[src/rtl/assert_macros.svh]
// Assertion macros used by the RTL file that carries concurrent checks.
`ifndef ASSERT_MACROS_SVH
`define ASSERT_MACROS_SVH

// Checked on every rising clock edge outside of reset.
`define VSLPF_ASSERT(name, prop, msg) \
  name: assert property (@(posedge clk) disable iff (!rst_n) prop) else $error(msg);

// Checked on every rising clock edge, reset included.
`define VSLPF_ASSERT_ALWAYS(name, prop, msg) \
  name: assert property (@(posedge clk) prop) else $error(msg);

`endif

[src/rtl/vslpf_pkg.sv]
// Shared constants, types and state encoding of the variable-step low-pass filter.
`default_nettype none
package vslpf_pkg;

  localparam int SAMPLE_WIDTH  = 24;
  localparam int FRACTION_BITS = 16;
  localparam int DELTA_WIDTH   = 16;
  localparam int TC_WIDTH      = 16;

  localparam int DEN_WIDTH   = DELTA_WIDTH + 1;
  localparam int REM_WIDTH   = DEN_WIDTH + 1;
  localparam int ALPHA_WIDTH = FRACTION_BITS + 1;
  localparam int DIFF_WIDTH  = SAMPLE_WIDTH + 1;
  localparam int PROD_WIDTH  = DIFF_WIDTH + ALPHA_WIDTH + 1;
  localparam int DIV_STEPS   = FRACTION_BITS + 1;
  localparam int CNT_WIDTH   = $clog2(DIV_STEPS);

  localparam logic [TC_WIDTH-1:0] TC_RESET = TC_WIDTH'(1000);

  localparam int PADDR_WIDTH = 3;
  localparam int PDATA_WIDTH = 32;
  localparam int REG_IDX_WIDTH = PADDR_WIDTH - 2;
  localparam logic [REG_IDX_WIDTH-1:0] REG_TIME_CONSTANT = REG_IDX_WIDTH'(0);

  typedef enum logic [1:0] {
    ST_IDLE,
    ST_DIV,
    ST_MUL,
    ST_UPD
  } state_t;

  typedef struct packed {
    logic load;
    logic div_step;
    logic mul;
    logic commit;
  } cmd_t;

endpackage
`default_nettype wire

[src/rtl/vslpf_regs.sv]
// APB configuration register bank holding the filter time constant.
`default_nettype none
module vslpf_regs (
  input  wire                                    clk,
  input  wire                                    rst_n,
  input  wire                                    psel,
  input  wire                                    penable,
  input  wire                                    pwrite,
  input  wire  [vslpf_pkg::PADDR_WIDTH-1:0]      paddr,
  input  wire  [vslpf_pkg::PDATA_WIDTH-1:0]      pwdata,
  output logic [vslpf_pkg::PDATA_WIDTH-1:0]      prdata,
  output logic                                   pready,
  output logic [vslpf_pkg::TC_WIDTH-1:0]         time_constant
);

  logic [vslpf_pkg::TC_WIDTH-1:0]      tc_r;
  logic [vslpf_pkg::TC_WIDTH-1:0]      tc_nxt;
  logic [vslpf_pkg::REG_IDX_WIDTH-1:0] reg_idx;
  logic                                wr_en;

  assign reg_idx = paddr[vslpf_pkg::PADDR_WIDTH-1:2];
  assign pready  = 1'b1;
  assign wr_en   = psel && penable && pwrite && pready;

  always_comb begin
    tc_nxt = tc_r;
    if (wr_en && (reg_idx == vslpf_pkg::REG_TIME_CONSTANT)) begin
      tc_nxt = pwdata[vslpf_pkg::TC_WIDTH-1:0];
    end
  end

  always_comb begin
    prdata = '0;
    if (reg_idx == vslpf_pkg::REG_TIME_CONSTANT) begin
      prdata = vslpf_pkg::PDATA_WIDTH'(tc_r);
    end
  end

  always_ff @(posedge clk) begin
    if (!rst_n) begin
      tc_r <= vslpf_pkg::TC_RESET;
    end else begin
      tc_r <= tc_nxt;
    end
  end

  assign time_constant = tc_r;

endmodule
`default_nettype wire

[src/rtl/vslpf_ctrl.sv]
// Controller state machine that sequences divide, multiply and update for each request.
`default_nettype none
module vslpf_ctrl (
  input  wire               clk,
  input  wire               rst_n,
  input  wire               in_valid,
  output logic              in_ready,
  input  wire               out_ready,
  output logic              out_valid,
  output vslpf_pkg::cmd_t   cmd
);

  vslpf_pkg::state_t state_r;
  vslpf_pkg::state_t state_nxt;
  logic [vslpf_pkg::CNT_WIDTH-1:0] cnt_r;
  logic [vslpf_pkg::CNT_WIDTH-1:0] cnt_nxt;
  logic out_valid_r;
  logic out_valid_nxt;
  logic slot_free;

  localparam logic [vslpf_pkg::CNT_WIDTH-1:0] CNT_LAST =
    vslpf_pkg::CNT_WIDTH'(vslpf_pkg::DIV_STEPS - 1);

  assign slot_free = !out_valid_r || out_ready;

  always_comb begin
    state_nxt = state_r;
    cnt_nxt   = '0;
    case (state_r)
      vslpf_pkg::ST_IDLE: begin
        if (in_valid) begin
          state_nxt = vslpf_pkg::ST_DIV;
        end
      end
      vslpf_pkg::ST_DIV: begin
        cnt_nxt = cnt_r + 1'b1;
        if (cnt_r == CNT_LAST) begin
          cnt_nxt   = '0;
          state_nxt = vslpf_pkg::ST_MUL;
        end
      end
      vslpf_pkg::ST_MUL: begin
        state_nxt = vslpf_pkg::ST_UPD;
      end
      vslpf_pkg::ST_UPD: begin
        if (slot_free) begin
          state_nxt = vslpf_pkg::ST_IDLE;
        end
      end
      default: begin
        state_nxt = vslpf_pkg::ST_IDLE;
      end
    endcase
  end

  always_comb begin
    in_ready     = 1'b0;
    cmd.load     = 1'b0;
    cmd.div_step = 1'b0;
    cmd.mul      = 1'b0;
    cmd.commit   = 1'b0;
    case (state_r)
      vslpf_pkg::ST_IDLE: begin
        in_ready = 1'b1;
        cmd.load = in_valid;
      end
      vslpf_pkg::ST_DIV: begin
        cmd.div_step = 1'b1;
      end
      vslpf_pkg::ST_MUL: begin
        cmd.mul = 1'b1;
      end
      vslpf_pkg::ST_UPD: begin
        cmd.commit = slot_free;
      end
      default: begin
        in_ready = 1'b0;
      end
    endcase
  end

  always_comb begin
    out_valid_nxt = out_valid_r;
    if (cmd.commit) begin
      out_valid_nxt = 1'b1;
    end else if (out_ready) begin
      out_valid_nxt = 1'b0;
    end
  end

  always_ff @(posedge clk) begin
    if (!rst_n) begin
      state_r     <= vslpf_pkg::ST_IDLE;
      cnt_r       <= '0;
      out_valid_r <= 1'b0;
    end else begin
      state_r     <= state_nxt;
      cnt_r       <= cnt_nxt;
      out_valid_r <= out_valid_nxt;
    end
  end

  assign out_valid = out_valid_r;

endmodule
`default_nettype wire

[src/rtl/vslpf_dp.sv]
// Datapath with the restoring alpha divider, the multiplier and the filter state.
`default_nettype none
module vslpf_dp (
  input  wire                                         clk,
  input  wire                                         rst_n,
  input  vslpf_pkg::cmd_t                             cmd,
  input  wire  [vslpf_pkg::TC_WIDTH-1:0]              time_constant,
  input  wire  signed [vslpf_pkg::SAMPLE_WIDTH-1:0]   in_sample,
  input  wire  [vslpf_pkg::DELTA_WIDTH-1:0]           in_time_delta,
  output logic signed [vslpf_pkg::SAMPLE_WIDTH-1:0]   filtered
);

  localparam int SW = vslpf_pkg::SAMPLE_WIDTH;
  localparam int FB = vslpf_pkg::FRACTION_BITS;

  logic [vslpf_pkg::DEN_WIDTH-1:0]          den_r;
  logic [vslpf_pkg::DEN_WIDTH-1:0]          den_nxt;
  logic                                     den_zero_r;
  logic [vslpf_pkg::REM_WIDTH-1:0]          rem_r;
  logic [vslpf_pkg::REM_WIDTH-1:0]          rem_nxt;
  logic [vslpf_pkg::ALPHA_WIDTH-1:0]        quo_r;
  logic [vslpf_pkg::ALPHA_WIDTH-1:0]        quo_nxt;
  logic signed [vslpf_pkg::DIFF_WIDTH-1:0]  diff_r;
  logic signed [vslpf_pkg::DIFF_WIDTH-1:0]  diff_nxt;
  logic signed [vslpf_pkg::PROD_WIDTH-1:0]  prod_r;
  logic signed [vslpf_pkg::PROD_WIDTH-1:0]  prod_nxt;
  logic signed [SW-1:0]                     y_r;
  logic signed [SW-1:0]                     y_nxt;
  logic [vslpf_pkg::ALPHA_WIDTH-1:0]        alpha;
  logic [vslpf_pkg::REM_WIDTH-1:0]          den_ext;
  logic [vslpf_pkg::REM_WIDTH-1:0]          rem_sub;
  logic                                     rem_ge;

  assign den_nxt  = vslpf_pkg::DEN_WIDTH'(time_constant) +
                    vslpf_pkg::DEN_WIDTH'(in_time_delta);
  assign diff_nxt = $signed({in_sample[SW-1], in_sample}) - $signed({y_r[SW-1], y_r});

  // One quotient bit per step; the remainder is doubled after each trial subtraction.
  assign den_ext = vslpf_pkg::REM_WIDTH'(den_r);
  assign rem_ge  = rem_r >= den_ext;
  assign rem_sub = rem_ge ? (rem_r - den_ext) : rem_r;

  always_comb begin
    rem_nxt = rem_r;
    quo_nxt = quo_r;
    if (cmd.load) begin
      rem_nxt = vslpf_pkg::REM_WIDTH'(in_time_delta);
      quo_nxt = '0;
    end else if (cmd.div_step) begin
      rem_nxt = {rem_sub[vslpf_pkg::REM_WIDTH-2:0], 1'b0};
      quo_nxt = {quo_r[vslpf_pkg::ALPHA_WIDTH-2:0], rem_ge};
    end
  end

  assign alpha    = den_zero_r ? vslpf_pkg::ALPHA_WIDTH'(1) << FB : quo_r;
  assign prod_nxt = $signed({1'b0, alpha}) * diff_r;
  assign y_nxt    = y_r + prod_r[FB +: SW];

  always_ff @(posedge clk) begin
    if (cmd.load) begin
      den_r      <= den_nxt;
      den_zero_r <= (den_nxt == '0);
      diff_r     <= diff_nxt;
    end
    rem_r <= rem_nxt;
    quo_r <= quo_nxt;
    if (cmd.mul) begin
      prod_r <= prod_nxt;
    end
  end

  always_ff @(posedge clk) begin
    if (!rst_n) begin
      y_r <= '0;
    end else if (cmd.commit) begin
      y_r <= y_nxt;
    end
  end

  assign filtered = y_r;

endmodule
`default_nettype wire

[src/rtl/variable_step_lowpass_filter.sv]
// Top level of the variable-step first-order low-pass filter.
`default_nettype none
`include "assert_macros.svh"
// Each request carries a signed sample and its time step dt; the block forms
// alpha = dt / (T + dt) as a truncated unsigned Q1.16 fraction (one when T + dt
// is zero), updates y = y + ((alpha * (x - y)) >>> 16) and returns the new y.
// The output starts at zero after reset. One request is processed at a time:
// after the accepting cycle, the one-bit-per-cycle restoring divider forms alpha,
// then a multiply step and an update step follow, and the result is registered
// at the output by the update. The update cycle is held while an earlier result
// still waits at the output. A new request is taken while the last result still
// waits at the output. The time constant T sits at APB address 0 and resets to
// 1000.
module variable_step_lowpass_filter (
  input  wire                                         clk,
  input  wire                                         rst_n,
  input  wire                                         in_valid,
  output logic                                        in_ready,
  input  wire  signed [vslpf_pkg::SAMPLE_WIDTH-1:0]   in_sample,
  input  wire  [vslpf_pkg::DELTA_WIDTH-1:0]           in_time_delta,
  output logic                                        out_valid,
  input  wire                                         out_ready,
  output logic signed [vslpf_pkg::SAMPLE_WIDTH-1:0]   out_filtered,
  input  wire                                         psel,
  input  wire                                         penable,
  input  wire                                         pwrite,
  input  wire  [vslpf_pkg::PADDR_WIDTH-1:0]           paddr,
  input  wire  [vslpf_pkg::PDATA_WIDTH-1:0]           pwdata,
  output logic [vslpf_pkg::PDATA_WIDTH-1:0]           prdata,
  output logic                                        pready
);

  vslpf_pkg::cmd_t                 cmd;
  logic [vslpf_pkg::TC_WIDTH-1:0]  time_constant;

  vslpf_regs u_regs (
    .clk           (clk),
    .rst_n         (rst_n),
    .psel          (psel),
    .penable       (penable),
    .pwrite        (pwrite),
    .paddr         (paddr),
    .pwdata        (pwdata),
    .prdata        (prdata),
    .pready        (pready),
    .time_constant (time_constant)
  );

  vslpf_ctrl u_ctrl (
    .clk       (clk),
    .rst_n     (rst_n),
    .in_valid  (in_valid),
    .in_ready  (in_ready),
    .out_ready (out_ready),
    .out_valid (out_valid),
    .cmd       (cmd)
  );

  vslpf_dp u_dp (
    .clk           (clk),
    .rst_n         (rst_n),
    .cmd           (cmd),
    .time_constant (time_constant),
    .in_sample     (in_sample),
    .in_time_delta (in_time_delta),
    .filtered      (out_filtered)
  );

  `VSLPF_ASSERT_ALWAYS(a_reset_no_result, !rst_n |=> !out_valid, "result valid after reset")
  `VSLPF_ASSERT(a_result_only_on_commit, !$stable(out_filtered) |-> $past(cmd.commit), "no commit")
  `VSLPF_ASSERT(a_no_result_after_accept, (in_valid && in_ready) |=> !$rose(out_valid), "early result")
  `VSLPF_ASSERT(a_commit_needs_slot, cmd.commit |-> (!out_valid || out_ready), "result overwritten")

endmodule
`default_nettype wire

[config.mk]
export PLATFORM = sky130hd
export DESIGN_NAME = variable_step_lowpass_filter
export DESIGN_NICKNAME = d
export VERILOG_FILES = /design/src/rtl/vslpf_pkg.sv /design/src/rtl/vslpf_regs.sv /design/src/rtl/vslpf_ctrl.sv /design/src/rtl/vslpf_dp.sv /design/src/rtl/variable_step_lowpass_filter.sv
export VERILOG_INCLUDE_DIRS = /design/src /design/src/rtl
export SDC_FILE = /design/constraint.sdc
export NUM_CORES = 1
export LEC_CHECK = 0
export BUFFER_PORTS_ARGS = -buffer_cell sky130_fd_sc_hd__buf_4
export CORE_ASPECT_RATIO = 0.5
export CORE_UTILIZATION = 33
export CTS_CLUSTER_DIAMETER = 30
export DETAILED_ROUTE_END_ITERATION = 10
export PLACE_DENSITY = 0.61
export RECOVER_POWER = 25
export SYNTH_ARGS = -nofsm -noshare
export SYNTH_HDL_FRONTEND = slang
export SYNTH_SLANG_ARGS = --single-unit
[constraint.sdc]
create_clock -name clk -period 8.1 [get_ports clk]
set_clock_uncertainty 0.2 [all_clocks]
set_input_delay 0.405 -clock clk [delete_from_list [all_inputs] [get_ports clk]]
set_output_delay 0.405 -clock clk [all_outputs]
set_load 0.01 [all_outputs]
==> results.cfg <==
[floorplanning]
core_area_um2 = 69800
fp-row-count = 68
die_y_um = 191
dieArea_um2 = 72500
start_util_pct = 33.8
die_x_um = 380
num_io_pins = 141

[cells_and_area]
final_nets = 3330
fin_cells = 3628
regArea_um2 = 3830
nFillCells = 7108
multiInputGateArea_um2 = 17300
syn2layout_area_growth_pct = 10.5
fin_area_um2 = 26000
n_antenna_cell = 0
layout-drive-gt1-share_pct = 6.60

[run_status]
violations = capacitance limit, slew limit
status = complete, but fails checks

[route]
routed_wl_um = 58600
ant_nets = 0
drt_iter0_markers = 949
viasPerCell = 4.77
wl_per_cell_um = 16.2
dr.pass1.iters = 7
num_vias = 17300
drcViolationCount = 0

[flow_run]
maxCapViolCount = 1

[worst_setup_path]
cp-end-kind = register
crit_type = reg -> reg
worstSetupStartpointType = register
worstPathRequired_ns = 8.09
arrival_ns = 7.61
cp_max_fo = 25

[timing]
tightest_slew_ns = 1.64
fin_crit_ns = 7.63
fmax_ghz = 0.131
relSlewSlack_pct = -9.57
finalMaxSlewViolations = 26
rsz0062_at_grt = false
hold_viol_final = 0
period_share_pct = 94.2
fin_setup_tns_ns = 0
final-setup-viol-count = 0

[clock_network]
cts_hold_buf = 6
clk_pin_slew_worst_paths_ns = 0.07
cts_made_buffers = 17
post_cts_buffers = 0
clk_latency_ns = 0.44
cts_tree = yes
cts_resized = 0
cts_sinks = 150
root_buffer = clkbuf_16
htreeDepth = 4
clock_path_buffers = 2

[power_and_ir_drop]
power_density_nw_per_um2 = 194
p_comb_share_pct = 55.1
p_seq_share_pct = 28.6
irDropWorstVdd_uv = 138
p_int_uw = 2750
switchingPower_uw = 2300
switching_share_pct = 45.6
leakage_uw = 0.0124
p_clk_share_pct = 16.3

[min_path]
min_path_type = in -> reg

[grt]
grt_first_pass_wirelength_um = 96400
grt_max_degree = 49
antenna_found_initial = 3
overflow = 0
grt_pass1_vias = 18000
grt_use_total_pct = 16.8

[logic_synthesis]
synth_area_um2 = 23600
synth_top_area_share_pct = 33.8
synthTopCellsByArea = fa_1, edfxtp_1, ha_1, inv_1, dfxtp_1
yosysSeqAreaShare_pct = 16.3
ys_warn_count = 0
synth.most_common_cell = inv_1
postSynthCellCount = 2594
synth_cell_type_count = 79
syn_area_per_cell_um2 = 9.08
synth_top_area_cell = fa_1
synth_commonest_cells = inv_1, fa_1, nand2_1
ys.flop_type = edfxtp_1
synth_edf_count = 83
async_flop_share_pct = 0
ys_ff_latch = 150

[placed_design]
postPlaceCellArea_um2 = 25400
dp_hpwl_um = 46400
gp_congestion = 0.864
placed_cells = 3590
io_buffer_count = 105
==> final cells by class <==
cell class              count  share of cell area [%]
clock buffers              17                    1.63
repair buffers            148                    4.17
well taps                 945                    4.54
clock inverters            15                   0.687
multi-input cells        1814                    66.5
flip-flops and latches    150                    14.7
inverters                 539                    7.77
==> cells in the final DEF (no fill, tap or decap), types with 21 or more instances in the layout <==
master    count
a21oi_1      96
inv_1       538
edfxtp_1     83
dfxtp_1      67
nand3_1      28
nor3_1       21
nand2_1     332
o21a_1       21
o21ai_0      54
nor2_1       89
nor2b_1      67
fa_1        398
mux2i_1      26
xnor2_1      69
a21o_1       31
ha_1        180
and2_1      180
clkbuf_1     21
buf_4       118
xor2_1       34
==> per-stage QoR <==
stage | hold WS [ns] | util (%) | power [µW] | setup slack, ns
after floorplan | 0.230 | - | 3410 | 1.10
after global placement | 0.248 | 36.5 | 4190 | 0.543
after detailed placement | 0.261 | 36.5 | 4250 | 0.484
after CTS | 0.00672 | 37.4 | 5100 | 0.455
after global routing | 0.0213 | 37.3 | 5500 | 0.0840
final | 0.0233 | 37.3 | 5040 | 0.472
==> registers in the layout (all words and copies together) (netlist names) <==
name,count
u_dp.den_zero_r,1
u_dp.filtered,24
u_dp.den_r,17
u_dp.rem_r,18
u_dp.prod_r,24
u_ctrl.cnt_r,5
u_dp.quo_r,17
u_ctrl.state_r,2
u_regs.time_constant,16
u_dp.diff_r,25
u_ctrl.out_valid,1
==> cell families after synthesis <==
| kind of cell | after synthesis | synth area share [%] |
|---|---|---|
| AO/OA/AOI/OAI | 302 | 8.44 |
| XOR/XNOR | 103 | 3.83 |
| adder cells (fa/ha/maj) | 578 | 43.4 |
| buffers and inverters | 645 | 10.6 |
| flip-flops | 150 | 16.3 |
| multiplexers | 27 | 1.15 |
| other | 2 | 0.0319 |
| AND/OR/NAND/NOR | 787 | 16.3 |
==> power groups by stage <==
stage	Combinational, µW	Sequential [µW]	Clock (µW)
5_1_grt	3160	1470	873
3_3_place_gp	2740	1450	0
4_1_cts	2820	1440	843
6_report	2780	1440	823
3_5_place_dp	2790	1450	0
2_1_floorplan	2190	1210	0
==> path summary, 6_finish.rpt <==
path                            depth (start not counted)  slack, ns                       start                                     to
worst min register to register                          1       0.27  u_ctrl.cnt_r[0]$_SDFF_PP0_             u_ctrl.cnt_r[0]$_SDFF_PP0_
worst max register to register                         23       0.47   u_dp.den_zero_r$_DFFE_PP_              u_dp.prod_r[37]$_DFFE_PP_
worst max-delay path                                   23       0.47   u_dp.den_zero_r$_DFFE_PP_              u_dp.prod_r[37]$_DFFE_PP_
worst min-delay path                                    3       0.02                  pwdata[13]  u_regs.time_constant[13]$_SDFFE_PN0P_
==> layer usage <==
| layer | GRT usage (%) | up-vias | share of wire, % |
|---|---|---|---|
| li1 | - | 8130 | - |
| met1 | 22.0 | 8722 | 44 |
| met2 | 29.6 | 360 | 49 |
| met3 | 1.63 | 79 | 4.0 |
| met4 | 5.04 | 0 | 2.7 |
| met5 | 0 | - | 0 |
==> critical path, cell delays in order, from the launching register on <==
cell and delay (ns):
edfxtp_1 0.79, nor2b_1 0.10, buf_4 0.29, and2_1 0.24, fa_1 0.53, inv_1 0.05
fa_1 0.48, fa_1 0.53, inv_1 0.06, fa_1 0.51, fa_1 0.50, inv_1 0.05
fa_1 0.48, inv_1 0.05, ha_1 0.35, nand4_1 0.17, nor4_1 0.27, o21ai_0 0.15
a32oi_2 0.44, a31oi_2 0.28, o21ai_2 0.30, a41oi_2 0.20, and2b_1 0.21, xnor2_1 0.12
Power figures use the tool's default switching activity.
